==> src/sv/aard_pkg.sv <==
// package: types, constants and register codes for the row area-average downscaler
package aard_pkg;

   localparam int FracBits = 16;
   localparam int MaxRow   = 4096;
   localparam int LenW     = 13;
   localparam int StepW    = 15;
   localparam int InvW     = 29;
   localparam int CntW     = 12;
   localparam int PosW     = 28;
   localparam int BndW     = 29;
   localparam int SumW     = 37;
   localparam int WgtW     = 29;
   localparam int FracW    = FracBits + 1;
   localparam int QuoW     = 9;
   localparam logic [WgtW-1:0] FixOne = WgtW'(1) << FracBits;

   typedef enum logic [1:0] {
      CSR_SOURCE_LENGTH = 2'd0,
      CSR_STEP_RATIO    = 2'd1,
      CSR_INVERSE_RATIO = 2'd2
   } csr_index_type;

   typedef struct packed {
      logic [7:0] red_in;
      logic [7:0] green_in;
      logic [7:0] blue_in;
      logic [7:0] alpha_in;
   } req_payload_type;

   typedef struct packed {
      logic [7:0]      red_out;
      logic [7:0]      green_out;
      logic [7:0]      blue_out;
      logic [7:0]      alpha_out;
      logic [CntW-1:0] target_position;
      logic            row_done;
   } rsp_payload_type;

   // work handed from front to back: sums are final, ready to divide
   typedef struct packed {
      logic [3:0][SumW-1:0] sums;
      logic [WgtW-1:0]      weight;
      logic [CntW-1:0]      target;
      logic                 row_done;
   } div_job_type;

   typedef enum logic [1:0] {
      BK_IDLE = 2'd0,
      BK_DIV  = 2'd1,
      BK_OUT  = 2'd2
   } back_state_type;

   typedef enum logic [1:0] {
      FR_IDLE = 2'd0,
      FR_MUL  = 2'd1,
      FR_ACC  = 2'd2
   } front_state_type;

endpackage

==> src/sv/aard_queue.sv <==
// queue: two-entry fifo of division jobs between front and back
module aard_queue import aard_pkg::*; (
   input  logic        clock,
   input  logic        reset,
   input  logic        push,
   input  div_job_type push_data,
   output logic        full,
   input  logic        pop,
   output logic        not_empty,
   output div_job_type pop_data
);

   div_job_type     mem_ff [2];
   logic            wp_ff, rp_ff;
   logic [1:0]      cnt_ff;

   assign full      = (cnt_ff == 2'd2);
   assign not_empty = (cnt_ff != 2'd0);
   assign pop_data  = mem_ff[rp_ff];

   // storage
   always_ff @(posedge clock) begin
      if (push) mem_ff[wp_ff] <= push_data;
   end

   // pointers and fill count
   always_ff @(posedge clock) begin
      if (reset) begin
         wp_ff  <= 1'b0;
         rp_ff  <= 1'b0;
         cnt_ff <= '0;
      end else begin
         if (push) wp_ff <= ~wp_ff;
         if (pop)  rp_ff <= ~rp_ff;
         cnt_ff <= cnt_ff + 2'(push) - 2'(pop);
      end
   end

endmodule

==> config.mk <==
export PLATFORM = sky130hd
export DESIGN_NAME = aard_queue
export DESIGN_NICKNAME = d
export VERILOG_FILES = /design/src/sv/aard_pkg.sv /design/src/sv/aard_queue.sv
export SDC_FILE = /design/constraint.sdc
export NUM_CORES = 1
export LEC_CHECK = 0
export BUFFER_PORTS_ARGS = -buffer_cell sky130_fd_sc_hd__buf_2
export CORE_UTILIZATION = 56
export CTS_CLUSTER_DIAMETER = 120
export DETAILED_ROUTE_END_ITERATION = 8
export PLACE_DENSITY = 0.92
export SYNTH_ARGS = -nofsm -noshare
export SYNTH_HDL_FRONTEND = slang
export SYNTH_SLANG_ARGS = --single-unit
==> constraint.sdc <==
create_clock -name clock -period 23.9 [get_ports clock]
set_clock_uncertainty 0.15 [all_clocks]
set_input_delay 5.975 -clock clock [delete_from_list [all_inputs] [get_ports clock]]
set_output_delay 5.975 -clock clock [all_outputs]
set_load 0.005 [all_outputs]
[Word-level counts from Yosys, hierarchy flattened]
Memories as Yosys holds them, arrays and structs flattened. A register that Yosys moved wholly into a read port is not among the register bits.
Index checks and enable logic that the tools add are counted.
Word-level totals
  register bits: 4
  bits in latches: 0
  RAM bits: 380
  ROM bits: 0
  bits of input ports: 194
  output and inout bits: 192
  word-level logic and storage cells: 14
  memories: 1
Memories
  mem_ff: depth 2, width 190, read ports 1, clocked after Yosys merged registers in 1, wr ports 1, line aard_queue.sv:13  | div_job_type mem_ff [2];
Cells by class
  add/subtract/negate cells: 2
  multiply operators: 0
  div/mod/pow operators: 0
  $lt $le $gt $ge: 0
  equality and inequality tests: 1
  shift-type cells: 0
  multiplexer cells: 4
  bitwise logic cells: 2
  reductions and logical operators: 1
Operators by type and width (count)
  1-bit 2-to-1 mux: 4
  2-bit by 1-bit adder with 2-bit output: 1
  2-bit == test, second input constant: 1
  1-bit inverter: 2
  2-bit nonzero test: 1
  2-bit by 1-bit subtractor with 2-bit output: 1

[Depth between registers and ports, before layout]
Gate-level depths: netlist of run 1.
  word-level depth: 3
  gate-level depth with buffers: 6
  gate-level depth less buffers: 6

[Least setup slack after synthesis of run 1]
OpenSTA, ideal clock, no wires.
  path kind: input port to flip-flop
  start: input push
  end: memory mem_ff[0][0] (netlist name) (enable)
  setup time: 766 ps
  arrival: 14171 ps
  required time: 22984 ps
  path slack: 8813 ps
  stages on the path: 1
  path buffers: 0
  cell sequence: nor2b_1
On the way
  word-level cells in the longest chain between the ends: 2
Ends and longest elaborated chain
  start: declaration: line aard_queue.sv:5  | input logic push,
  1-bit 2-to-1 mux: line aard_queue.sv:23  | if (push) mem_ff[wp_ff] <= push_data;
  1-bit 2-to-1 mux (not written as such): line aard_queue.sv:23
  end: declaration: line aard_queue.sv:13
Every way passes these cells.

==> flow_summary.ini, run 1 <==
[global_route]
track_usage_pct = 21.6
grt_pass1_vias = 7760
grt_pass1_wl_mm = 42.1
grt_max_degree = 82
antenna_found_initial = 12
overflow = 0

[critical_path]
criticalPathCategory = reg -> out
worstPathArrival_ps = 3160
startpoint_type = flop
path_depth = 3
crit_path_end_kind = output port
critPathMaxFanout = 74
endpoint = pop_data[48]
regToRegSetupSlack_ps = 21280
cp.required_ps = 17780
cp.buffers_inverters = 2
cp_slowest_cell = dfxtp_4
slowest_delay_ps = 1070
rr_endpoint = mem_ff[1][110]$_DFFE_PP_
reg2reg_depth = 2
cpLargestDelayFamily = flip-flops
path_cells = buf_4 > mux2_2 > buf_2
r2r-start = wp_ff$_SDFFE_PP0P_

[detailed_routing]
firstDrtPassIters = 4
drcViolationCount = 0
routedWlPerCell_um = 21.0
num_vias = 7307
first_iter_violations = 477
drt_wl_total_mm = 29.1
ant_nets = 0
vias_per_cell = 5.26

[die]
die-area_um2 = 26200
initial_utilization_pct = 57.1
die_w_um = 162
fp-row-count = 58
io_pins = 386
core_um2 = 25100
dieHeight_um = 162

[clock_tree]
cts_max_level = 2
postCtsSetupBuffers = 0
clk_pin_slew_ps = 60
holdBufCountCts = 0
clkLatencyLatePin_ps = 500
tritoncts = done
clockRootBuffer = clkbuf_16
cts_resized = 0
cts.path.max_buffers = 3
cts_made_buffers = 39
clock-sinks = 385

[finish]
drive_above_1_share_pct = 60.4
multi_input_area_um2 = 2640
layout.nets = 1220
regArea_um2 = 11500
area_growth_pct = 24.2
n_fill_cell = 1547
final_cells = 1388

[sta]
hold_ws_ps = 365
setup_violations = 0
setup_tns_ps = 0
hold_violations = 0
tightest_slew_ps = 1110
maxSlewHeadroom_pct = 25.9
min_period_over_period_pct = 38.8
grt_setup_unrepaired = false
drv_slew = 0
layout_setup_ws_ps = 14620
period_needed_ps = 9280
max_freq_mhz = 108

[power]
power_frac_seq_pct = 52.4
leakage_nw = 6.90
power-per-cell-area_nw_per_um2 = 86.6
comb_power_share_pct = 10.2
p_switching_mw = 0.319
clkPwrFrac_pct = 37.4
internal_power_mw = 1.22
ir_drop_mv = 0.0722
swShare_pct = 20.7
power.total_mw = 1.54

[logic_synthesis]
synthDistinctLibCells = 14
syn_area_um2 = 14300
ys_seq_elements = 385
syn_area_per_cell_um2 = 23.4
netlist_instances = 612
yosysWarningCount = 0
ys_seq_area_share_pct = 80.4
synth.net_count = 808

[placement]
placedCellCount = 1313
dp_hpwl_mm = 19.8
port_buffers = 385
gp_congestion = 0.789
place_ws_ps = 15120

[worst_hold_path]
hold_path_class = reg -> reg

[run_status]
status = complete, no violations

[flow_run]
cap_viol_max_count = 0
-- cell families after synthesis --
| kind of cell | share of synthesized area, % |
|---|---|
| XOR/XNOR | 0.280 |
| adder cells (fa/ha/maj) | 0.175 |
| buffers and inverters | 1.31 |
| flip-flops | 80.4 |
| multiplexers | 17.6 |
| AND/OR/NAND/NOR | 0.323 |
-- final cells by class --
class                           instances  area share [%]
Antenna cell                            9           0.127
Clock buffer                           55            6.06
Clock inverter                         11           0.746
Inverter                                2          0.0422
Multi-Input combinational cell        204            14.8
Sequential cell                       385            64.7
Tap cell                              330            2.32
Timing Repair Buffer                  392            11.1
-- sequential cells by signal, summed over array words and instances (netlist names), named ones only --
name,flops
mem_ff,380
wp_ff,1
cnt_ff,2
rp_ff,1
-- cells in the mapped netlist --
library cell | number | share of area, %
nor2b_1 | 3 | 0.13
mux2_2 | 90 | 7.1
xnor2_1 | 2 | 0.12
buf_6 | 12 | 0.94
edfxtp_1 | 380 | 80
inv_1 | 2 | 0.052
nor2_1 | 4 | 0.10
and2_1 | 1 | 0.044
buf_2 | 9 | 0.31
dfxtp_1 | 5 | 0.70
or2_2 | 1 | 0.044
xnor3_1 | 1 | 0.16
mux2_4 | 100 | 10
ha_1 | 2 | 0.17
-- worst min-delay path by stage --
stage               slack [ps]               start  cells after the start                 end
CTS                        360  rp_ff$_SDFFE_PP0P_                      2                flop
detailed placement         350  rp_ff$_SDFFE_PP0P_                      2                flop
global placement           340  rp_ff$_SDFFE_PP0P_                      2  rp_ff$_SDFFE_PP0P_
floorplan                  330  rp_ff$_SDFFE_PP0P_                      2                flop
global route               410  rp_ff$_SDFFE_PP0P_                      2                flop
finish                     360  rp_ff$_SDFFE_PP0P_                      2                flop
-- layout by cell type (no fill, tap or decap) --
cell type	Yosys	routed
and2_4	0	1
mux2_2	90	90
clkinv_4	0	2
ha_1	2	2
bufinv_16	0	3
inv_1	2	2
diode_2	0	9
clkbuf_16	0	41
dfxtp_1	5	4
edfxtp_1	380	380
clkinv_1	0	4
nor2b_4	0	1
buf_4	0	7
xnor2_1	2	2
xnor3_1	1	1
clkbuf_1	0	14
mux2_4	100	100
nor2_1	4	4
buf_2	9	385
or2_2	1	1
clkinv_2	0	2
dfxtp_4	0	1
nor2b_1	3	2
-- worst register-to-register path: cells and delay by family, from the launching register on --
family / cells / cell delay (ps)
buf+inv: 1 / 920
flops: 1 / 410
simple gates: 1 / 640
-- metal layers --
layer	part of all wire (%)	track usage, %	vias up
met1	34	22.9	3621
met2	54	39.7	331
li1	-	-	3272
met5	0.12	0	-
met4	3.6	9.13	6
met3	8.3	6.59	77
-- power by group through the flow --
stage	clock, mW	sequential [mW]	combinational, mW
detailed placement	0	0.821	0.158
floorplan	0	0.820	0.0932
global placement	0	0.817	0.152
global route	0.613	0.810	0.169
CTS	0.589	0.807	0.159
finish	0.576	0.806	0.158
-- metrics by stage --
stage | util (%) | instance area [um2]
after global routing | 70.8 | 17800
after detailed placement | 65.9 | 16600
final | 70.8 | 17800
after floorplan | - | 14300
after global placement | 65.9 | 16600
after CTS | 70.7 | 17800
Note: power is estimated with default switching activity, not from simulation.
==> inputs of run 2 (changes only) <==
- ABC_AREA: not set -> 1
- CORE_UTILIZATION: 56 -> 47
- PLACE_DENSITY: 0.92 -> 0.83
- clock period: 23.9 -> 7.96 ns (I/O delays scaled with it)
==> run 2 against run 1 <==
Net effect: first-iteration DRC count decreased by 12%; synthesized area about the same; flip-flop and latch count unchanged; critical path depth unchanged; register-to-register slack got worse by 16000 ps; sequential power increased to 3.0 times the previous value; via count decreased by 1.4%; largest power group unchanged.
==> flow_summary.ini, run 2 <==
[die]
initial_utilization_pct = 48.1
io_pins = 386
die_w_um = 177
core_um2 = 29800
fp-row-count = 63
die-area_um2 = 31200
dieHeight_um = 177

[logic_synthesis]
synth.net_count = 818
synth_enable_flop_cells = 380
yosysWarningCount = 0
syn_area_per_cell_um2 = 23.0
netlist_instances = 622
synth_compound_gate_area_share_pct = 0.0349
synth-main-ff-cell = edfxtp_1
yosys.area.top_type = edfxtp_1
synthDistinctLibCells = 14
ys_seq_elements = 385
synth-simple-area-share_pct = 0.384
synth_adder_area_share_pct = 0.175
synth_most_common_cell = edfxtp_1
synthXorXnorAreaFrac_pct = 0.0611
synth_top_area_share_pct = 79.6
ys_top_cells_by_area = edfxtp_1 (80%), mux2_4 (10%), mux2_2 (7.1%)
yosys-top-cells-count = edfxtp_1 (380), mux2_4 (100), mux2_2 (90), buf_6 (12), buf_2 (9)
synth_top_family_by_area = multiplexers
syn_area_um2 = 14300
ys_seq_area_share_pct = 80.3
async_flop_share_pct = 0
synthMuxAreaShare_pct = 17.5

[global_route]
grt_pass1_wl_mm = 39.5
overflow = 0
grt_max_degree = 133
antenna_found_initial = 1
track_usage_pct = 16.9
grt_pass1_vias = 7301

[finish]
regMostFlops = mem_ff
largest_reg_flops = 380
n_fill_cell = 2161
area_growth_pct = 24.2
layout.nets = 1227
insertedDiodeCount = 0
final_cells = 1444
top_regs = mem_ff: 380 flops, cnt_ff: 2 flops
mostFrequentLayoutCell = buf_2
final_cell_mix = buf_2 (385), edfxtp_1 (380), mux2_4 (100)
drive_above_1_share_pct = 60.0

[sta]
grt_setup_unrepaired = false
drv_slew = 0
maxSlewHeadroom_pct = 32.0
tightest_slew_ps = 1020
hold_violations = 0
period_needed_ps = 4810
min_period_over_period_pct = 60.4
hold_ws_ps = 388
setup_tns_ps = 0
setup_violations = 0
max_freq_mhz = 208

[critical_path]
cp_slowest_cell = buf_4
path_cells = buf_4 > mux2_2 > buf_2
crit_path_end_kind = output port
cpLargestDelayFamily = buffers and inverters
reg2reg_depth = 3
worstPathArrival_ps = 2670
criticalPathCategory = reg -> out
rr_endpoint = mem_ff[1][125]$_DFFE_PP_
r2r-start = wp_ff$_SDFFE_PP0P_
regToRegSetupSlack_ps = 5390
critPathMaxFanout = 59
slowest_delay_ps = 860
cp.buffers_inverters = 2
cp.required_ps = 5820
startpoint_type = flop

[detailed_routing]
vias_per_cell = 4.99
firstDrtPassIters = 6
ant_nets = 0
first_iter_violations = 418
routedWlPerCell_um = 19.0
num_vias = 7206
drcViolationCount = 0
drt_wl_total_mm = 27.5

[worst_hold_path]
min_path_cells = 2
hp-start = rp_ff$_SDFFE_PP0P_
hold_path_end = rp_ff$_SDFFE_PP0P_
hold_path_class = reg -> reg

[power]
ir_drop_mv = 0.188
leakage_nw = 6.89
power-per-cell-area_nw_per_um2 = 252

[placement]
placedCellCount = 1381
gp_congestion = 0.786
dp_hpwl_mm = 18.2
port_buffers = 385

[clock_tree]
cts_max_level = 2
postCtsSetupBuffers = 0
clk_pin_slew_ps = 60
cts_made_buffers = 38
holdBufCountCts = 0
tritoncts = done
clockRootBuffer = clkbuf_16
clkLatencyLatePin_ps = 500
clock-sinks = 385
cts.path.max_buffers = 3
cts_resized = 0

[run_status]
status = complete, no violations

[flow_run]
cap_viol_max_count = 0
-- run 2: changes by cell type after synthesis --
cell     before  now
inv_1         2    8
nand2_1       0    5
nor2_1        4    7
nor2b_1       3    0
a21oi_1       0    1
and2_1        1    0
nand3_1       0    1
nor3_1        0    1
or2_2         1    0
xnor2_1       2    1
xnor3_1       1    0
-- run 2: per-layer routing --
layer	global-route usage, %	share of wire, %	up-vias
met5	0	0.047	-
met4	5.39	2.2	2
met3	5.58	9.8	49
met2	29.3	50	332
met1	19.7	38	3536
li1	-	-	3287
-- run 2: final cells by class --
cell class | count | area, um2 | share of cell area [%]
Clock inverter | 16 | 126 | 0.710
Multi-Input combinational cell | 208 | 2620 | 14.7
Clock buffer | 47 | 1030 | 5.76
Timing Repair Buffer | 390 | 1990 | 11.2
Tap cell | 390 | 488 | 2.74
Sequential cell | 385 | 11500 | 64.7
Inverter | 8 | 37.5 | 0.211
-- run 2: cells by family (layout without fill, tap and decap cells) --
logic type	count (synthesis)	count (layout)
xor gates and xnor gates	1	1
DFF	385	385
and+or+nand+nor	14	14
buffers and inverters	29	461
muxes	190	190
adders and majority gates	2	2
AOI/OAI and AO/OA	1	1
-- run 2: through the flow --
stage | instance area (um2) | setup WS, ps | total power [mW] | utilization (%)
6_report | 17800 | 3150 | 4.49 | 59.7
5_1_grt | 17800 | 3010 | 4.64 | 59.7
4_1_cts | 17800 | 3110 | 4.53 | 59.7
3_5_place_dp | 16600 | 3620 | 2.88 | 55.9
3_3_place_gp | 16600 | 3630 | 2.87 | 55.9
2_1_floorplan | 14300 | 411 | 2.69 | -
-- run 2: worst max path at each step --
| stage | depth (start not counted) | slack [ps] | startpoint | to |
|---|---|---|---|---|
| floorplan | 2 | 410 | push | mem_ff[0][0]$_DFFE_PP_ |
| global placement | 4 | 3630 | push | mem_ff[1][126]$_DFFE_PP_ |
| detailed placement | 4 | 3620 | push | mem_ff[1][125]$_DFFE_PP_ |
| CTS | 3 | 3110 | flop | pop_data[24] |
| global route | 3 | 3010 | flop | pop_data[24] |
| finish | 3 | 3150 | flop | pop_data[24] |
-- run 2: worst min-delay path, cell delays in order (launching register included) --
cell and delay, ps:
dfxtp_1 330, xnor2_1 90, nor2_1 80
-- run 2: power breakdown --
group,leakage [nW],internal [mW],switching [mW]
clock network,0.563,0.973,0.680
logic,2.72,0.240,0.211
registers,3.61,2.35,0.0335
