--- src/sv/aard_pkg.sv ---
// package: types, constants and register codes for the row area-average downscaler
package aard_pkg;

   localparam int FracBits = 16;
   localparam int MaxRow   = 4096;
   localparam int LenW     = 13;
   localparam int StepW    = 15;
   localparam int InvW     = 29;
   localparam int CntW     = 12;
   localparam int PosW     = 28;
   localparam int BndW     = 29;
   localparam int SumW     = 37;
   localparam int WgtW     = 29;
   localparam int FracW    = FracBits + 1;
   localparam int QuoW     = 9;
   localparam logic [WgtW-1:0] FixOne = WgtW'(1) << FracBits;

   typedef enum logic [1:0] {
      CSR_SOURCE_LENGTH = 2'd0,
      CSR_STEP_RATIO    = 2'd1,
      CSR_INVERSE_RATIO = 2'd2
   } csr_index_type;

   typedef struct packed {
      logic [7:0] red_in;
      logic [7:0] green_in;
      logic [7:0] blue_in;
      logic [7:0] alpha_in;
   } req_payload_type;

   typedef struct packed {
      logic [7:0]      red_out;
      logic [7:0]      green_out;
      logic [7:0]      blue_out;
      logic [7:0]      alpha_out;
      logic [CntW-1:0] target_position;
      logic            row_done;
   } rsp_payload_type;

   // work handed from front to back: sums are final, ready to divide
   typedef struct packed {
      logic [3:0][SumW-1:0] sums;
      logic [WgtW-1:0]      weight;
      logic [CntW-1:0]      target;
      logic                 row_done;
   } div_job_type;

   typedef enum logic [1:0] {
      BK_IDLE = 2'd0,
      BK_DIV  = 2'd1,
      BK_OUT  = 2'd2
   } back_state_type;

   typedef enum logic [1:0] {
      FR_IDLE = 2'd0,
      FR_MUL  = 2'd1,
      FR_ACC  = 2'd2
   } front_state_type;

endpackage

--- src/sv/aard_back.sv ---
// back: restoring division of four channel sums by the weight, with output register
module aard_back import aard_pkg::*; (
   input  logic            clock,
   input  logic            reset,
   input  logic            job_valid,
   input  div_job_type     job_data,
   output logic            job_pop,
   output logic            rsp_valid,
   input  logic            rsp_stall,
   output rsp_payload_type rsp_payload
);

   localparam int RemW = WgtW + 1;
   localparam int NumW = SumW + 1;
   localparam int StepCnt = NumW;

   back_state_type state_ff, state_in;
   logic [3:0][NumW-1:0] num_ff;
   logic [3:0][RemW-1:0] rem_ff;
   logic [3:0][QuoW-1:0] quo_ff;
   logic [WgtW-1:0]      div_ff;
   logic [5:0]           step_ff;
   logic [CntW-1:0]      tgt_ff;
   logic                 done_ff;
   logic [3:0][RemW-1:0] rem_in;
   logic [3:0]           qbit;
   logic [7:0]           ch [4];

   assign job_pop   = (state_ff == BK_IDLE) && job_valid;
   assign rsp_valid = (state_ff == BK_OUT);

   // one quotient bit per cycle for each channel
   always_comb begin
      for (int k = 0; k < 4; k++) begin
         logic [RemW:0] trial;
         trial = {rem_ff[k], num_ff[k][NumW-1]};
         qbit[k] = trial >= (RemW+1)'(div_ff);
         rem_in[k] = qbit[k] ? RemW'(trial - (RemW+1)'(div_ff)) : RemW'(trial);
      end
   end

   // saturate and zero-weight handling
   always_comb begin
      for (int k = 0; k < 4; k++) begin
         if (div_ff == '0) ch[k] = 8'd0;
         else if (quo_ff[k][QuoW-1]) ch[k] = 8'hFF;
         else ch[k] = quo_ff[k][7:0];
      end
      rsp_payload.red_out         = ch[0];
      rsp_payload.green_out       = ch[1];
      rsp_payload.blue_out        = ch[2];
      rsp_payload.alpha_out       = ch[3];
      rsp_payload.target_position = tgt_ff;
      rsp_payload.row_done        = done_ff;
   end

   // next state
   always_comb begin
      state_in = state_ff;
      case (state_ff)
         BK_IDLE: if (job_valid) state_in = BK_DIV;
         BK_DIV:  if (step_ff == 6'(StepCnt - 1)) state_in = BK_OUT;
         BK_OUT:  if (!rsp_stall) state_in = BK_IDLE;
         default: state_in = BK_IDLE;
      endcase
   end

   always_ff @(posedge clock) begin
      if (reset) begin
         state_ff <= BK_IDLE;
         step_ff  <= '0;
      end else begin
         state_ff <= state_in;
         if (state_ff == BK_IDLE) step_ff <= '0;
         else if (state_ff == BK_DIV) step_ff <= step_ff + 6'd1;
      end
   end

   // datapath
   always_ff @(posedge clock) begin
      if (state_ff == BK_IDLE && job_valid) begin
         for (int k = 0; k < 4; k++) begin
            num_ff[k] <= NumW'(job_data.sums[k]) + NumW'(job_data.weight >> 1);
            rem_ff[k] <= '0;
            quo_ff[k] <= '0;
         end
         div_ff  <= job_data.weight;
         tgt_ff  <= job_data.target;
         done_ff <= job_data.row_done;
      end else if (state_ff == BK_DIV) begin
         for (int k = 0; k < 4; k++) begin
            num_ff[k] <= num_ff[k] << 1;
            rem_ff[k] <= rem_in[k];
            // any bit beyond the low eight marks saturation
            quo_ff[k] <= {quo_ff[k][QuoW-1] | quo_ff[k][QuoW-2],
                          quo_ff[k][QuoW-3:0], qbit[k]};
         end
      end
   end

endmodule

--- config.mk ---
export PLATFORM = sky130hd
export DESIGN_NAME = aard_back
export DESIGN_NICKNAME = d
export VERILOG_FILES = /design/src/sv/aard_pkg.sv /design/src/sv/aard_back.sv
export SDC_FILE = /design/constraint.sdc
export NUM_CORES = 1
export LEC_CHECK = 0
export BUFFER_PORTS_ARGS = -buffer_cell sky130_fd_sc_hd__buf_2
export CAP_MARGIN = 40
export CELL_PAD_IN_SITES_DETAIL_PLACEMENT = 0
export CELL_PAD_IN_SITES_GLOBAL_PLACEMENT = 1
export CORE_AREA = 2 2 312 190
export DETAILED_ROUTE_END_ITERATION = 12
export DIE_AREA = 0 0 314 192
export PLACE_DENSITY_LB_ADDON = 0.08
export SLEW_MARGIN = 0
export SYNTH_ARGS = -nofsm -noshare
export SYNTH_HDL_FRONTEND = slang
export SYNTH_SLANG_ARGS = --single-unit
--- constraint.sdc ---
create_clock -name clock -period 6.85 [get_ports clock]
set_clock_uncertainty 0.1 [all_clocks]
set_input_delay 0.685 -clock clock [delete_from_list [all_inputs] [get_ports clock]]
set_output_delay 0.685 -clock clock [all_outputs]
set_load 0.01 [all_outputs]
* After elaboration in Yosys (flattened, before gate mapping)
Index checks and enable logic that the tools add are counted.
** Storage, ports and cells
- Flip-flop bits (word level) :: 358
- Output and inout bits :: 47
- Logic and storage cells :: 64
** Operators by class
- Add/subtract/negate cells :: 9
- $lt $le $gt $ge :: 4
- Equality and inequality tests :: 6
- Mux-type cells :: 18
- Bitwise operators :: 4
- Reduce and logical (&&, ||, !) cells :: 6
** Operators with widths (number)
- 152-bit two-way mux :: 2
- 37-bit by 28-bit adder with 38-bit output :: 4
- 31-bit by 29-bit greater-or-equal comparator with 1-bit output :: 4
- 30-bit two-way mux :: 4
- 30-bit by 29-bit subtractor with 30-bit output :: 4
- 8-bit two-way mux :: 8
- 29-bit logical NOT :: 1
- 6-bit by 1-bit adder with 6-bit output (second input constant) :: 1
- 6-bit == test (second input constant) :: 1
- 2-bit two-way mux :: 3
- 2-bit != test (second input constant) :: 3
- 2-bit one-hot mux with 3 select lines :: 1
- 1-bit OR :: 4
- 3-bit AND reduction :: 1
- 2-bit by 1-bit == test with 1-bit output (second input constant) :: 1
- 2-bit == test (second input constant) :: 1
- 2-bit logical NOT :: 1
- 2-bit nonzero test :: 1
- 2-bit OR reduction :: 1
- 1-bit logical AND :: 1

* Depth between registers and ports, before layout
- Depth in word-level cells :: 3
- Gate-level depth with buffers :: 14
- Mapped depth without buffers :: 12

* Least setup slack after synthesis
No wires, ideal clock.
- Kind :: input port to flip-flop
- Start point :: input port job_valid
- End point :: register rem_ff[64] in the netlist's numbering
- Library setup time :: 0.347 ns
- Arrival time :: 5.709 ns
- Data required time :: 6.403 ns
- Slack :: 0.694 ns
- Stages :: 6
- Path buffers :: 1
- Cells stage by stage :: nand2_1 > clkinv_1 > nor2_1 > inv_1 > clkbuf_1 > o221ai_1
** Between the ends
- Longest elaborated chain between the ends :: 1
** RTL lines
- from (decl) :: line aard_back.sv:5 : input logic job_valid,
- 1-bit logical AND :: line aard_back.sv:81 : if (state_ff == BK_IDLE && job_valid) begin
- to (signal, indexed assignment) :: line aard_back.sv:93 : rem_ff[k] <= rem_in[k];
- to (decl) :: line aard_back.sv:19 : logic [3:0][RemW-1:0] rem_ff;
Every way passes these cells.
A chain may end at the register's enable or synchronous reset.

* Final worst setup path
- Start point :: register div_ff[1]
- End point :: register rem_ff[92] in the netlist's numbering
** Between the ends
- Longest elaborated chain between the ends :: 2
- Elaborated cells on any way between the ends :: 3
- Classes of those cells :: add/sub: 1; order compare: 1; mux: 1
** RTL lines
- from (decl) :: line aard_back.sv:21 : logic [WgtW-1:0] div_ff;
- from (signal assigned) :: line aard_back.sv:87 : div_ff <= job_data.weight;
- 30-bit by 29-bit subtractor with 30-bit output / 31-bit by 29-bit greater-or-equal comparator with 1-bit output (equally long branches) :: line aard_back.sv:38, aard_back.sv:37
- 30-bit two-way mux * :: line aard_back.sv:38 : rem_in[k] = qbit[k] ? RemW'(trial - (RemW+1)'(div_ff)) : RemW'(trial);
Mark *: on every way between the ends. The rest lies on a longest branch, timed or not.

==> reports/metrics.cfg <==
[global_routing]
groute.usage.overall = 0.263
global_route.usage.met1 = 0.420
wire_length_of_the_first_global_routing_pass_um = 125000
grt_antenna_before_repair = 3
grt_max_degree = 104
via_count_of_the_first_global_routing_pass = 21700
grt_use_met2 = 0.357
globalRouteMet3Util = 0.0534
busiest_layer = met1
grt_overflow_total = 0

[setup_path]
reg2reg_setup_slack_ns = 2.04
worst_endpoint_required_time_ns = 7.15
worstReg2RegStart = div_ff[1]
crit_fanout = 39
r2r-end = rem_ff[92]
worstPathArrival_ns = 5.11
startpoint_type = register
worstRegToRegCells = 12
crit_type = register to register
worst_setup_path_end_kind = register

[synth]
avgSynthCellArea_um2 = 8.49
ys_dominant_reg_cell = sky130_fd_sc_hd__edfxtp_1
synth_cell_type_count = 91
synth_nets = 3583
post_synthesis_compound_gate_area_fraction = 0.239
post_synth_fa_ha_maj_area_fraction = 0.114
combinational_family_with_the_most_area_after_synthesis = compound AO/OA/AOI/OAI gates
post_synth_and_or_nand_nor_area_fraction = 0.176
synth_seq_cells = 358
seq_area_frac_synth = 0.340
yosys-mux-area-fraction = 0.0303
edff_count_synth = 194
synth_cells = 3151
synthesis.yosys.warnings = 0
synthXorXnorAreaFrac = 0.0661
async_reset_ff_frac = 0
mappedNetlistArea_um2 = 26800

[die]
core.rowCount = 68
chipWidth_um = 314
die_height_um = 192
boundaryPins = 241
die-area_um2 = 60300
starting_density_of_the_core = 0.467
design.core.area_um2 = 57300

[drt]
antenna_violating_nets_post_route = 0
num_vias = 24400
routed_wl_um = 81700
drt-wirelength-per-cell_um = 19.8
drtIter0Drc = 2323
routed_via_density = 5.92
detail_route.drc_violations = 0
drtPass1Iterations = 6

[placement]
port_buffers = 240
hpwl_um = 61000
gp_congestion = 0.934

[cts]
clock_latency_ns = 0.58
cts-hold-fix-buffers = 0
cts_made_buffers = 40
tritoncts = yes
cts_root_buffer = sky130_fd_sc_hd__clkbuf_16
clock_sink_count = 358
cts-root-to-sink-buffers = 3
post_cts_buffers = 0
cts.htree.levels = 2
cts_repair_resizes = 0
path_clk_slew_ns = 0.07

[timing]
timing_worst_slew_pin_value_ns = 0.963
final_max_slew_viol_count = 0
min_cycle_time_layout_ns = 4.81
period_share = 0.703
whs_ns = 0.199
maxClockFrequency_mhz = 208
rsz0062_at_grt = no
hold_viol_final = 0
timing.slew.headroom = 0.352
finalSetupTns_ns = 0
timing.final.setup_violations = 0

[worst_hold_path]
worstHoldPathType = input port to register
hold_start = job_data[3]
min_delay_worst_endpoint = tgt_ff[2]
whs_path_depth = 1

[finish]
final_layout_size_suffix_gt1_frac = 0.110
synthToLayoutAreaGrowth_pct = 12.2
design.final.nets = 3752
final_util = 0.524

[power_and_ir_drop]
vdd_drop_max_v = 0.000203
pwr_density_cell_nw_per_um2 = 318
power.leakage_nw = 12.9

[status]
status = completed

[job]
cap_viol_max_count = 0

==> cells in the mapped netlist (16+ instances only) <==
cell type / count / share of area
sky130_fd_sc_hd__o31ai_1: 30 / 0.0084
sky130_fd_sc_hd__a211oi_1: 36 / 0.010
sky130_fd_sc_hd__nand4_1: 40 / 0.0094
sky130_fd_sc_hd__nand2_1: 397 / 0.056
sky130_fd_sc_hd__o22ai_1: 16 / 0.0037
sky130_fd_sc_hd__o21a_1: 25 / 0.0070
sky130_fd_sc_hd__o21bai_1: 32 / 0.0090
sky130_fd_sc_hd__buf_2: 16 / 0.0030
sky130_fd_sc_hd__inv_1: 109 / 0.015
sky130_fd_sc_hd__edfxtp_1: 194 / 0.22
sky130_fd_sc_hd__clkbuf_1: 101 / 0.014
sky130_fd_sc_hd__a31oi_1: 28 / 0.0065
sky130_fd_sc_hd__nor2_1: 230 / 0.032
sky130_fd_sc_hd__or3_1: 26 / 0.0061
sky130_fd_sc_hd__a21o_1: 106 / 0.030
sky130_fd_sc_hd__xnor2_1: 111 / 0.036
sky130_fd_sc_hd__nor2b_1: 38 / 0.0089
sky130_fd_sc_hd__a21oi_1: 223 / 0.042
sky130_fd_sc_hd__xor2_1: 91 / 0.030
sky130_fd_sc_hd__nand3_1: 82 / 0.015
sky130_fd_sc_hd__and3_1: 47 / 0.011
sky130_fd_sc_hd__nor3_1: 52 / 0.0097
sky130_fd_sc_hd__o211ai_1: 29 / 0.0081
sky130_fd_sc_hd__ha_1: 230 / 0.11
sky130_fd_sc_hd__nand2b_1: 22 / 0.0051
sky130_fd_sc_hd__mux2i_1: 73 / 0.027
sky130_fd_sc_hd__dfxtp_1: 164 / 0.12
sky130_fd_sc_hd__o21ai_0: 339 / 0.063
==> worst max-delay path, cell delays in order, from the launching register on <==
cell	delay [ns]
sky130_fd_sc_hd__edfxtp_1	0.59
sky130_fd_sc_hd__inv_1	0.22
sky130_fd_sc_hd__ha_1	0.33
sky130_fd_sc_hd__nor2b_1	0.14
sky130_fd_sc_hd__o31a_1	0.28
sky130_fd_sc_hd__o21ai_0	0.52
sky130_fd_sc_hd__o211ai_1	0.36
sky130_fd_sc_hd__a2111oi_0	0.82
sky130_fd_sc_hd__o21a_1	0.43
sky130_fd_sc_hd__buf_4	0.48
sky130_fd_sc_hd__nor3_1	0.12
sky130_fd_sc_hd__a21oi_1	0.12
sky130_fd_sc_hd__o21ai_0	0.08
==> power by group <==
group / total (mW) / internal, mW / switching, mW / leakage, nW
logic: 4.13 / 1.65 / 2.48 / 8.96
registers: 3.10 / 2.83 / 0.275 / 3.24
clock network: 2.31 / 1.34 / 0.974 / 0.674
==> area by class of cell <==
cell class                      count  area (um2)
Timing Repair Buffer              259        1400
Inverter                          110         420
Antenna cell                        2        5.00
Multi-Input combinational cell   2551       16800
Clock buffer                       54        1160
Fill cell                        5403       27200
Tap cell                          770         963
Clock inverter                     20         216
Sequential cell                   358        9110
==> cells by family after synthesis <==
logic type | count (synthesis)
compound gates | 1016
simple gates | 1015
flops | 358
buf+inv | 242
fa+ha+maj | 238
xor+xnor | 202
mux | 80
==> sequential cells by signal (all words and copies together), names as in the netlist <==
name      flops
num_ff      152
rem_ff      120
quo_ff       36
div_ff       29
tgt_ff       12
step_ff       6
state_ff      2
done_ff       1
==> per-layer routing <==
metal / vias up / share of wire / wire, um
met4: 2 / 0.015 / 1210
met5: - / 0.00015 / 12
met1: 11500 / 0.51 / 41800
met3: 81 / 0.083 / 6750
met2: 821 / 0.39 / 31900
li1: 12000 / - / -
==> worst max path at each step <==
| stage | from | to | slack, ns | depth (start not counted) |
|---|---|---|---|---|
| 6_report | div_ff[1] | rem_ff[92] | 2.04 | 12 |
| 5_1_grt | div_ff[1] | rem_ff[91] | 1.80 | 12 |
| 4_1_cts | div_ff[1] | rem_ff[92] | 2.19 | 12 |
| 3_5_place_dp | job_data[14] | num_ff[150] | 1.91 | 12 |
| 3_3_place_gp | job_data[14] | num_ff[144] | 1.96 | 12 |
| 2_1_floorplan | job_valid | rem_ff[64] | 0.69 | 6 |
==> cells in the final DEF, fill, tap and decap left out, types with 11 or more instances in the layout <==
cell / count
sky130_fd_sc_hd__nand2_1: 396
sky130_fd_sc_hd__o21ai_0: 339
sky130_fd_sc_hd__buf_2: 240
sky130_fd_sc_hd__ha_1: 230
sky130_fd_sc_hd__nor2_1: 228
sky130_fd_sc_hd__a21oi_1: 223
sky130_fd_sc_hd__edfxtp_1: 194
sky130_fd_sc_hd__dfxtp_1: 164
sky130_fd_sc_hd__xnor2_1: 111
sky130_fd_sc_hd__inv_1: 108
sky130_fd_sc_hd__a21o_1: 106
sky130_fd_sc_hd__xor2_1: 91
sky130_fd_sc_hd__nand3_1: 82
sky130_fd_sc_hd__mux2i_1: 73
sky130_fd_sc_hd__nor3_1: 51
sky130_fd_sc_hd__and3_1: 47
sky130_fd_sc_hd__clkbuf_16: 42
sky130_fd_sc_hd__nand4_1: 40
sky130_fd_sc_hd__nor2b_1: 37
sky130_fd_sc_hd__a211oi_1: 36
sky130_fd_sc_hd__o21bai_1: 32
sky130_fd_sc_hd__o31ai_1: 30
sky130_fd_sc_hd__o211ai_1: 29
sky130_fd_sc_hd__a31oi_1: 28
sky130_fd_sc_hd__or3_1: 26
sky130_fd_sc_hd__o21a_1: 25
sky130_fd_sc_hd__nand2b_1: 21
sky130_fd_sc_hd__o22ai_1: 16
sky130_fd_sc_hd__buf_4: 15
sky130_fd_sc_hd__a32oi_1: 14
sky130_fd_sc_hd__and2_1: 13
sky130_fd_sc_hd__or2_2: 12
sky130_fd_sc_hd__a21boi_0: 12
sky130_fd_sc_hd__nor4_1: 11
sky130_fd_sc_hd__a221oi_1: 11
sky130_fd_sc_hd__o31a_1: 11
==> stage by stage <==
stage	total power [mW]	setup WS, ns	instance area, um2	std cells
after floorplan	6.19	0.694	26800	3151
after global placement	7.08	1.96	28600	4045
after detailed placement	7.18	1.91	28600	4048
after CTS	9.54	2.19	30000	4122
after global routing	10.2	1.80	30000	4123
final	9.54	2.04	30000	4124
Power figures use the tool's default switching activity.
