`src/sv/aard_pkg.sv`:
```
// package: types, constants and register codes for the row area-average downscaler
package aard_pkg;

   localparam int FracBits = 16;
   localparam int MaxRow   = 4096;
   localparam int LenW     = 13;
   localparam int StepW    = 15;
   localparam int InvW     = 29;
   localparam int CntW     = 12;
   localparam int PosW     = 28;
   localparam int BndW     = 29;
   localparam int SumW     = 37;
   localparam int WgtW     = 29;
   localparam int FracW    = FracBits + 1;
   localparam int QuoW     = 9;
   localparam logic [WgtW-1:0] FixOne = WgtW'(1) << FracBits;

   typedef enum logic [1:0] {
      CSR_SOURCE_LENGTH = 2'd0,
      CSR_STEP_RATIO    = 2'd1,
      CSR_INVERSE_RATIO = 2'd2
   } csr_index_type;

   typedef struct packed {
      logic [7:0] red_in;
      logic [7:0] green_in;
      logic [7:0] blue_in;
      logic [7:0] alpha_in;
   } req_payload_type;

   typedef struct packed {
      logic [7:0]      red_out;
      logic [7:0]      green_out;
      logic [7:0]      blue_out;
      logic [7:0]      alpha_out;
      logic [CntW-1:0] target_position;
      logic            row_done;
   } rsp_payload_type;

   // work handed from front to back: sums are final, ready to divide
   typedef struct packed {
      logic [3:0][SumW-1:0] sums;
      logic [WgtW-1:0]      weight;
      logic [CntW-1:0]      target;
      logic                 row_done;
   } div_job_type;

   typedef enum logic [1:0] {
      BK_IDLE = 2'd0,
      BK_DIV  = 2'd1,
      BK_OUT  = 2'd2
   } back_state_type;

   typedef enum logic [1:0] {
      FR_IDLE = 2'd0,
      FR_MUL  = 2'd1,
      FR_ACC  = 2'd2
   } front_state_type;

endpackage

```
`src/sv/aard_front.sv`:
```
// front: accumulates pixels, computes the split fraction, hands jobs to the queue
module aard_front import aard_pkg::*; (
   input  logic              clock,
   input  logic              reset,
   input  logic              req_valid,
   output logic              req_stall,
   input  req_payload_type   req_payload,
   input  logic [LenW-1:0]   len_cfg,
   input  logic [StepW-1:0]  step_cfg,
   input  logic [InvW-1:0]   inv_cfg,
   output logic              job_valid,
   input  logic              job_full,
   output div_job_type       job_data
);

   front_state_type state_ff, state_in;
   logic [CntW-1:0]      src_cnt_ff, tgt_cnt_ff;
   logic [PosW-1:0]      pos_ff;
   logic [BndW-1:0]      bnd_ff;
   logic [3:0][SumW-1:0] sum_ff;
   logic [WgtW-1:0]      wgt_ff;
   req_payload_type      pix_ff;
   logic                 last_ff;
   logic [PosW-1:0]      end_ff;
   logic [FracW+InvW-1:0] prod_ff;

   logic [LenW-1:0] len_eff;
   logic            last_w;
   logic [BndW:0]   end_w;
   logic [BndW-1:0] diff_w;
   logic [FracW-1:0] diff_cap;
   logic [FracW+InvW-FracBits-1:0] frac_raw;
   logic [FracW-1:0] frac_w, rest_w;
   logic [7:0] pix_ch [4];
   logic [7:0] in_ch [4];
   logic accept;

   assign accept = req_valid && !req_stall;
   assign req_stall = (state_ff != FR_IDLE);
   assign job_valid = (state_ff == FR_ACC) && !job_full;

   assign in_ch[0] = req_payload.red_in;
   assign in_ch[1] = req_payload.green_in;
   assign in_ch[2] = req_payload.blue_in;
   assign in_ch[3] = req_payload.alpha_in;
   assign pix_ch[0] = pix_ff.red_in;
   assign pix_ch[1] = pix_ff.green_in;
   assign pix_ch[2] = pix_ff.blue_in;
   assign pix_ch[3] = pix_ff.alpha_in;

   // classify the incoming pixel
   always_comb begin
      len_eff = len_cfg;
      if (len_cfg == '0) len_eff = LenW'(1);
      if (len_cfg > LenW'(MaxRow)) len_eff = LenW'(MaxRow);
      last_w = ({1'b0, src_cnt_ff} + 13'd1) >= len_eff;
      end_w  = (BndW+1)'(pos_ff) + (BndW+1)'(step_cfg);
      diff_w = (bnd_ff > BndW'(pos_ff)) ? bnd_ff - BndW'(pos_ff) : '0;
      diff_cap = (diff_w > BndW'(FixOne)) ? FracW'(FixOne) : diff_w[FracW-1:0];
   end

   // fraction from the registered product
   always_comb begin
      frac_raw = prod_ff[FracW+InvW-1:FracBits];
      frac_w = (frac_raw > (FracW+InvW-FracBits)'(FixOne)) ? FracW'(FixOne)
                                                            : frac_raw[FracW-1:0];
      rest_w = FracW'(FixOne) - frac_w;
   end

   // job payload: final sums with the split pixel added
   always_comb begin
      for (int k = 0; k < 4; k++) begin
         job_data.sums[k] = sum_ff[k] + SumW'(pix_ch[k]) * SumW'(frac_w);
      end
      job_data.weight   = wgt_ff + WgtW'(frac_w);
      job_data.target   = tgt_cnt_ff;
      job_data.row_done = last_ff;
   end

   // sequencing
   always_comb begin
      state_in = state_ff;
      case (state_ff)
         FR_IDLE: if (accept && (last_w || end_w < (BndW+1)'(bnd_ff))) begin
            if (last_w || end_w >= (BndW+1)'(bnd_ff)) state_in = FR_MUL;
         end else if (accept) begin
            state_in = FR_MUL;
         end
         FR_MUL: state_in = FR_ACC;
         FR_ACC: if (!job_full) state_in = FR_IDLE;
         default: state_in = FR_IDLE;
      endcase
      if (state_ff == FR_IDLE && accept && !last_w && end_w < (BndW+1)'(bnd_ff))
         state_in = FR_IDLE;
   end

   always_ff @(posedge clock) begin
      if (reset) begin
         state_ff   <= FR_IDLE;
         src_cnt_ff <= '0;
         tgt_cnt_ff <= '0;
         pos_ff     <= '0;
         bnd_ff     <= BndW'(FixOne);
         sum_ff     <= '0;
         wgt_ff     <= '0;
      end else begin
         state_ff <= state_in;
         case (state_ff)
            FR_IDLE: if (accept) begin
               pix_ff  <= req_payload;
               last_ff <= last_w;
               end_ff  <= end_w[PosW-1:0];
               prod_ff <= (FracW+InvW)'(diff_cap) * (FracW+InvW)'(inv_cfg);
               if (!last_w && end_w < (BndW+1)'(bnd_ff)) begin
                  for (int k = 0; k < 4; k++)
                     sum_ff[k] <= sum_ff[k] + (SumW'(in_ch[k]) << FracBits);
                  wgt_ff     <= wgt_ff + FixOne;
                  pos_ff     <= end_w[PosW-1:0];
                  src_cnt_ff <= src_cnt_ff + 1'b1;
               end
            end
            FR_ACC: if (!job_full) begin
               if (last_ff) begin
                  src_cnt_ff <= '0;
                  tgt_cnt_ff <= '0;
                  pos_ff     <= '0;
                  bnd_ff     <= BndW'(FixOne);
                  sum_ff     <= '0;
                  wgt_ff     <= '0;
               end else begin
                  for (int k = 0; k < 4; k++)
                     sum_ff[k] <= SumW'(pix_ch[k]) * SumW'(rest_w);
                  wgt_ff     <= WgtW'(rest_w);
                  bnd_ff     <= bnd_ff + BndW'(FixOne);
                  tgt_cnt_ff <= tgt_cnt_ff + 1'b1;
                  pos_ff     <= end_ff;
                  src_cnt_ff <= src_cnt_ff + 1'b1;
               end
            end
            default: ;
         endcase
      end
   end

endmodule

```
`config.mk`:
```
export PLATFORM = sky130hd
export DESIGN_NAME = aard_front
export DESIGN_NICKNAME = d
export VERILOG_FILES = /design/src/sv/aard_pkg.sv /design/src/sv/aard_front.sv
export SDC_FILE = /design/constraint.sdc
export NUM_CORES = 2
export LEC_CHECK = 0
export BUFFER_PORTS_ARGS = -buffer_cell sky130_fd_sc_hd__clkbuf_2
export CORE_MARGIN = 1.5
export CORE_UTILIZATION = 56
export CTS_CLUSTER_DIAMETER = 40
export CTS_CLUSTER_SIZE = 24
export DETAILED_ROUTE_END_ITERATION = 8
export PLACE_DENSITY = 0.76
export RECOVER_POWER = 25
export SKIP_CTS_REPAIR_TIMING = 1
export SLEW_MARGIN = 20
export SYNTH_ARGS = -nofsm -noshare
export SYNTH_HDL_FRONTEND = slang
export SYNTH_SLANG_ARGS = --single-unit
```
`constraint.sdc`:
```
create_clock -name clock -period 10.9 [get_ports clock]
set_input_delay 1.09 -clock clock [delete_from_list [all_inputs] [get_ports clock]]
set_output_delay 1.09 -clock clock [all_outputs]
set_load 0.01 [all_outputs]
```
== Yosys cells after proc, flatten, opt, wreduce, memory -nomap -nowiden ==
Index checks and enable logic that the tools add are counted.

* $add $sub $neg: 17
* $mul: 9
* Order comparisons: 7
* Equal/unequal tests: 7
* Muxes and demuxes: 32
* Bitwise operators: 2
* Reduce and logical (&&, ||, !) cells: 21

{| class="wikitable"
|+ Operators with widths
! kind !! number
|-
| two-way mux 148 bit || 3
|-
| one-hot mux 148 bit (2 select lines) || 1
|-
| multiplier 8 x 17 -> 25 bit || 8
|-
| adder 37 x 24 -> 37 bit || 4
|-
| adder 37 x 25 -> 37 bit || 4
|-
| two-way mux 29 bit || 5
|-
| two-way mux 136 bit || 1
|-
| two-way mux 28 bit || 4
|-
| two-way mux 12 bit || 5
|-
| adder 29 x 17 -> 29 bit, second input constant || 2
|-
| one-hot mux 29 bit (2 select lines) || 1
|-
| one-hot mux 28 bit (2 select lines) || 1
|-
| two-way mux 17 bit || 3
|-
| multiplier 17 x 29 -> 46 bit || 1
|-
| greater-than comparator 30 x 17 -> 1 bit, second input constant || 1
|-
| adder 28 x 15 -> 29 bit || 1
|-
| adder 29 x 17 -> 29 bit || 1
|-
| >= comparator 29 bit || 1
|-
| greater-than comparator 29 x 17 -> 1 bit, second input constant || 1
|-
| greater-than comparator 29 x 28 -> 1 bit || 1
|-
| < comparator 29 bit || 1
|-
| subtractor 29 x 28 -> 29 bit || 1
|-
| two-way mux 13 bit || 2
|-
| adder 12 x 1 -> 12 bit, second input constant || 2
|-
| other kinds (23) || 40
|}

* Register bits: 367
* Input port bits: 93
* Output and inout port bits: 192
* Word-level logic and storage cells: 112

== Longest topological paths before layout ==
* Word-level depth: 9
* Gate-level depth with buffers: 37
* Depth with buffers taken out: 34

== Worst setup path after synthesis ==
No wires, ideal clock.

* Kind: register to register
* Start: reg pos_ff[25]
* End: reg prod_ff[45], data pin
* Library setup time: 260 ps
* Arrival time: 8405 ps
* Data required time: 10640 ps
* Path slack: 2235 ps
* Stages on the path, launching flop included: 35
* Path buffers: 3
* Clock period less this slack: 8665 ps
* Path through: dfxtp_1 > inv_1 > ha_1 > a21o_1 > a21o_1 > a21oi_1 > mux2i_1 > o211ai_1 > nor4_1 > o311ai_1 > a2111oi_4 > buf_6 > buf_6 > buf_2 > nand4_1 > fa_1 > fa_1 > fa_1 > inv_1 > fa_1 > fa_1 > inv_1 > fa_1 > inv_1 > ha_1 > a2111o_1 > a211o_1 > a21oi_1 > or3_1 > a311oi_1 > o211ai_1 > a211oi_1 > a211o_1 > a21oi_1 > xnor2_1

* Longest elaborated chain between the ends: 5
* Elaborated cells between the ends (all ways): 6
* Classes of those cells: add/sub: 1; mul: 1; order compare: 2; mux: 2

{| class="wikitable"
|+ Ends and longest elaborated chain
! element !! RTL line !! source
|-
| from (decl) || aard_front.sv:18 || <nowiki>logic [PosW-1:0] pos_ff;</nowiki>
|-
| from (signal assigned) || aard_front.sv:118 || <nowiki>pos_ff <= end_w[PosW-1:0];</nowiki>
|-
| from (signal assigned) || aard_front.sv:136 || <nowiki>pos_ff <= end_ff;</nowiki>
|-
| subtractor 29 x 28 -> 29 bit or greater-than comparator 29 x 28 -> 1 bit (tied branches) || aard_front.sv:58 || <nowiki>diff_w = (bnd_ff > BndW'(pos_ff)) ? bnd_ff - BndW'(pos_ff) : '0;</nowiki>
|-
| two-way mux 29 bit * || aard_front.sv:58 ||
|-
| greater-than comparator 29 x 17 -> 1 bit || aard_front.sv:59 || <nowiki>diff_cap = (diff_w > BndW'(FixOne)) ? FracW'(FixOne) : diff_w[FracW-1:0];</nowiki>
|-
| two-way mux 17 bit * || aard_front.sv:59 ||
|-
| multiplier 17 x 29 -> 46 bit * || aard_front.sv:113 || <nowiki>prod_ff <= (FracW+InvW)'(diff_cap) * (FracW+InvW)'(inv_cfg);</nowiki>
|-
| to (signal assigned) || aard_front.sv:113 ||
|-
| to (decl) || aard_front.sv:25 || <nowiki>logic [FracW+InvW-1:0] prod_ff;</nowiki>
|}

Every way passes the cells marked *; elsewhere a longest branch is shown, timed or not.
A chain may end at the register's enable or synchronous reset.

==> metrics.yaml <==
outcome: "finished with violations"
failed_checks: "max-capacitance violations, max-slew violations"
die-width_microns: 358
grt_start_max_net_pins: 206
tritoncts: "done"
mappedNetlistArea_sq_um: 70600
synth.top_cell.area_share: 0.346
clockBufferDepth: 3
worstSetupEndpointType: "output port"
async_reset_ff_frac: 0
grt_pass1_wl_mm: 327
initial_utilization: 0.563
tightest_slew_ns: 4.12
final_area_sq_um: 76300
finalHoldViolations: 0
syn_inst: 8108
r2r_start: "pos_ff[25]$_SDFFE_PP0P_"
num-nets-final: 10000
dieArea_sq_um: 128000
cp-startpoint: "prod_ff[27]$_DFFE_PP_"
grt_pass1_vias: 60600
cts_htree_levels: 3
max_fanout_on_critical_path: 53
io_buffer_count: 284
final_critical_path_setup_slack_ns: 0.483
worstSetupPathType: "reg2out"
pre_cts_ws_ns: 0.639
via_per_inst: 6.04
max_freq_mhz: 96.0
final_skew_ns: 0.0763
groute.usage.overall: 0.325
synth_nets: 10000
timing.critical_path.from_type: "register"
detailed_place.area_sq_um: 73400
hold-worst-slack_ns: 0.460
wire_per_inst_microns: 21.1
worstPathRequired_ns: 9.81
chipHeight_microns: 358
vias: 59400
clock_sinks: 335
drt.antenna.violating_nets: 0
cts_inserted_buffers: 83
synth_seq_area_share: 0.108
core_area_sq_um: 125000
route.final.wire_length_mm: 207
grt_antenna_before_repair: 12
timing.reg2reg.setup_slack_ns: 0.64
worst_hold_path_cells: 2
report.final.slew_viol_count: 244
first_iter_violations: 4837
layout-drive-gt1-share: 0.0723
timing.final.crit_share: 0.956
yosysWarningCount: 0
ys_ff_latch: 335
synth_top_flop_cell: "sky130_fd_sc_hd__dfxtp_1"
post-synth-top-count-cell: "sky130_fd_sc_hd__inv_1"
critical_path.max_stage_delay_ns: 0.69
synth_edf_count: 91
synth_commonest_cells: "1509 x sky130_fd_sc_hd__inv_1, 1220 x sky130_fd_sc_hd__fa_1, 834 x sky130_fd_sc_hd__nand2_1"
setup_viol: 0
cp_slowest_cell: "sky130_fd_sc_hd__or4_1"
hpwl_mm: 151
yosys.cell_types.count: 82
clk_transition_reported_paths_ns: 0.05
synth_largest_area_cell: "sky130_fd_sc_hd__fa_1"
insertion_delay_ns: 0.74
ff2ff_path_depth: 33
num_rows: 130
min_path_type: "reg2reg"
holdCritStartpoint: "sum_ff[113]$_SDFFE_PP0P_"
syn_area_per_cell_sq_um: 8.71
drtPass1Iterations: 7
global_route.overflow_total: 0
fillerInstances: 10600
grt_setup_unrepaired: "false"
area_growth_pct: 8.09
path_common_cell: "sky130_fd_sc_hd__fa_1"
io_pins: 285
gp_congestion: 0.933
top_cells_by_area_in_the_synthesized_netlist: "sky130_fd_sc_hd__fa_1 35%, sky130_fd_sc_hd__ha_1 11%, sky130_fd_sc_hd__inv_1 8.0%"
post-route-drc-count: 0
finalCriticalPeriod_ns: 10.42
max_cap_viol_count: 5
worst_rel_slew_slack: -1.74
arrival_ns: 9.33
clockRootBuffer: "sky130_fd_sc_hd__clkbuf_16"
per-stage QoR:
stage,util,TNS [ns],std cells
6_report,0.609,0,9824
5_1_grt,0.609,0,9822
4_1_cts,0.608,-1.16,9811
3_5_place_dp,0.586,0,9659
3_3_place_gp,0.586,0,9659
2_1_floorplan,-,0,8108
routing by layer:
metal / GRT usage / part of all wire / up-vias
met5: 0 / 0.00031 / -
met4: 0.164 / 0.055 / 8
met3: 0.0641 / 0.095 / 629
met2: 0.529 / 0.47 / 2930
met1: 0.413 / 0.38 / 29500
li1: - / - / 26300
cells in the final DEF (no fill, tap or decap), types with 85 or more instances in the layout:
cell type / synthesis / final
sky130_fd_sc_hd__a21o_1: 104 / 104
sky130_fd_sc_hd__a21oi_1: 254 / 253
sky130_fd_sc_hd__and2_1: 240 / 231
sky130_fd_sc_hd__and3_1: 300 / 300
sky130_fd_sc_hd__and4_1: 172 / 172
sky130_fd_sc_hd__buf_4: 2 / 127
sky130_fd_sc_hd__clkbuf_16: 0 / 85
sky130_fd_sc_hd__clkbuf_2: 2 / 236
sky130_fd_sc_hd__dfxtp_1: 244 / 244
sky130_fd_sc_hd__edfxtp_1: 91 / 91
sky130_fd_sc_hd__fa_1: 1220 / 1220
sky130_fd_sc_hd__ha_1: 607 / 607
sky130_fd_sc_hd__inv_1: 1509 / 1509
sky130_fd_sc_hd__nand2_1: 834 / 833
sky130_fd_sc_hd__nand4_1: 340 / 340
sky130_fd_sc_hd__nor2_1: 319 / 315
sky130_fd_sc_hd__nor3_1: 95 / 92
sky130_fd_sc_hd__o21ai_0: 192 / 192
sky130_fd_sc_hd__xnor2_1: 231 / 216
sky130_fd_sc_hd__xor2_1: 150 / 143
cell families after synthesis:
group | Yosys count | synth area share
AO/OA/AOI/OAI | 967 | 0.0890
XOR/XNOR | 381 | 0.0472
adder cells (fa/ha/maj) | 1827 | 0.453
buffers and inverters | 2034 | 0.112
flip-flops | 335 | 0.108
multiplexers | 6 | 0.000850
AND/OR/NAND/NOR | 2558 | 0.190
final timing paths:
check,to
setup / recovery,job_data[105]
hold / removal,sum_ff[113]$_SDFFE_PP0P_
setup reg to reg,prod_ff[45]$_DFFE_PP_
hold reg to reg,sum_ff[113]$_SDFFE_PP0P_
final cells by class:
cell class                      instances  area [sq um]  share of cell area
Tap cell                             1650          2060              0.0270
Clock buffer                          105          2300              0.0302
Timing Repair Buffer                  429          2570              0.0336
Inverter                             1510          5670              0.0742
Antenna cell                            8          20.0            0.000262
Sequential cell                       335          7620              0.0998
Multi-Input combinational cell       5740         55600               0.728
Clock inverter                         47           552             0.00723
registers in the layout, indices dropped and copies added, names as in the netlist, 2 cells and up:
signal      count
prod_ff        30
wgt_ff         29
tgt_cnt_ff     12
pix_ch         32
sum_ff        148
pos_ff         28
state_ff        2
end_ff         28
src_cnt_ff     12
bnd_ff         13
worst max-delay path: cells and delay by family (launching register included):
family	cells	cell delay, ns
AO/OA/AOI/OAI	4	1.23
XOR/XNOR	1	0.45
adder cells (fa/ha/maj)	5	2.33
buffers and inverters	7	1.27
flip-flops	1	0.36
AND/OR/NAND/NOR	9	2.96
Power is not shown: default switching activity piles up to over one toggle a cycle in this logic, so the estimate is an artifact.
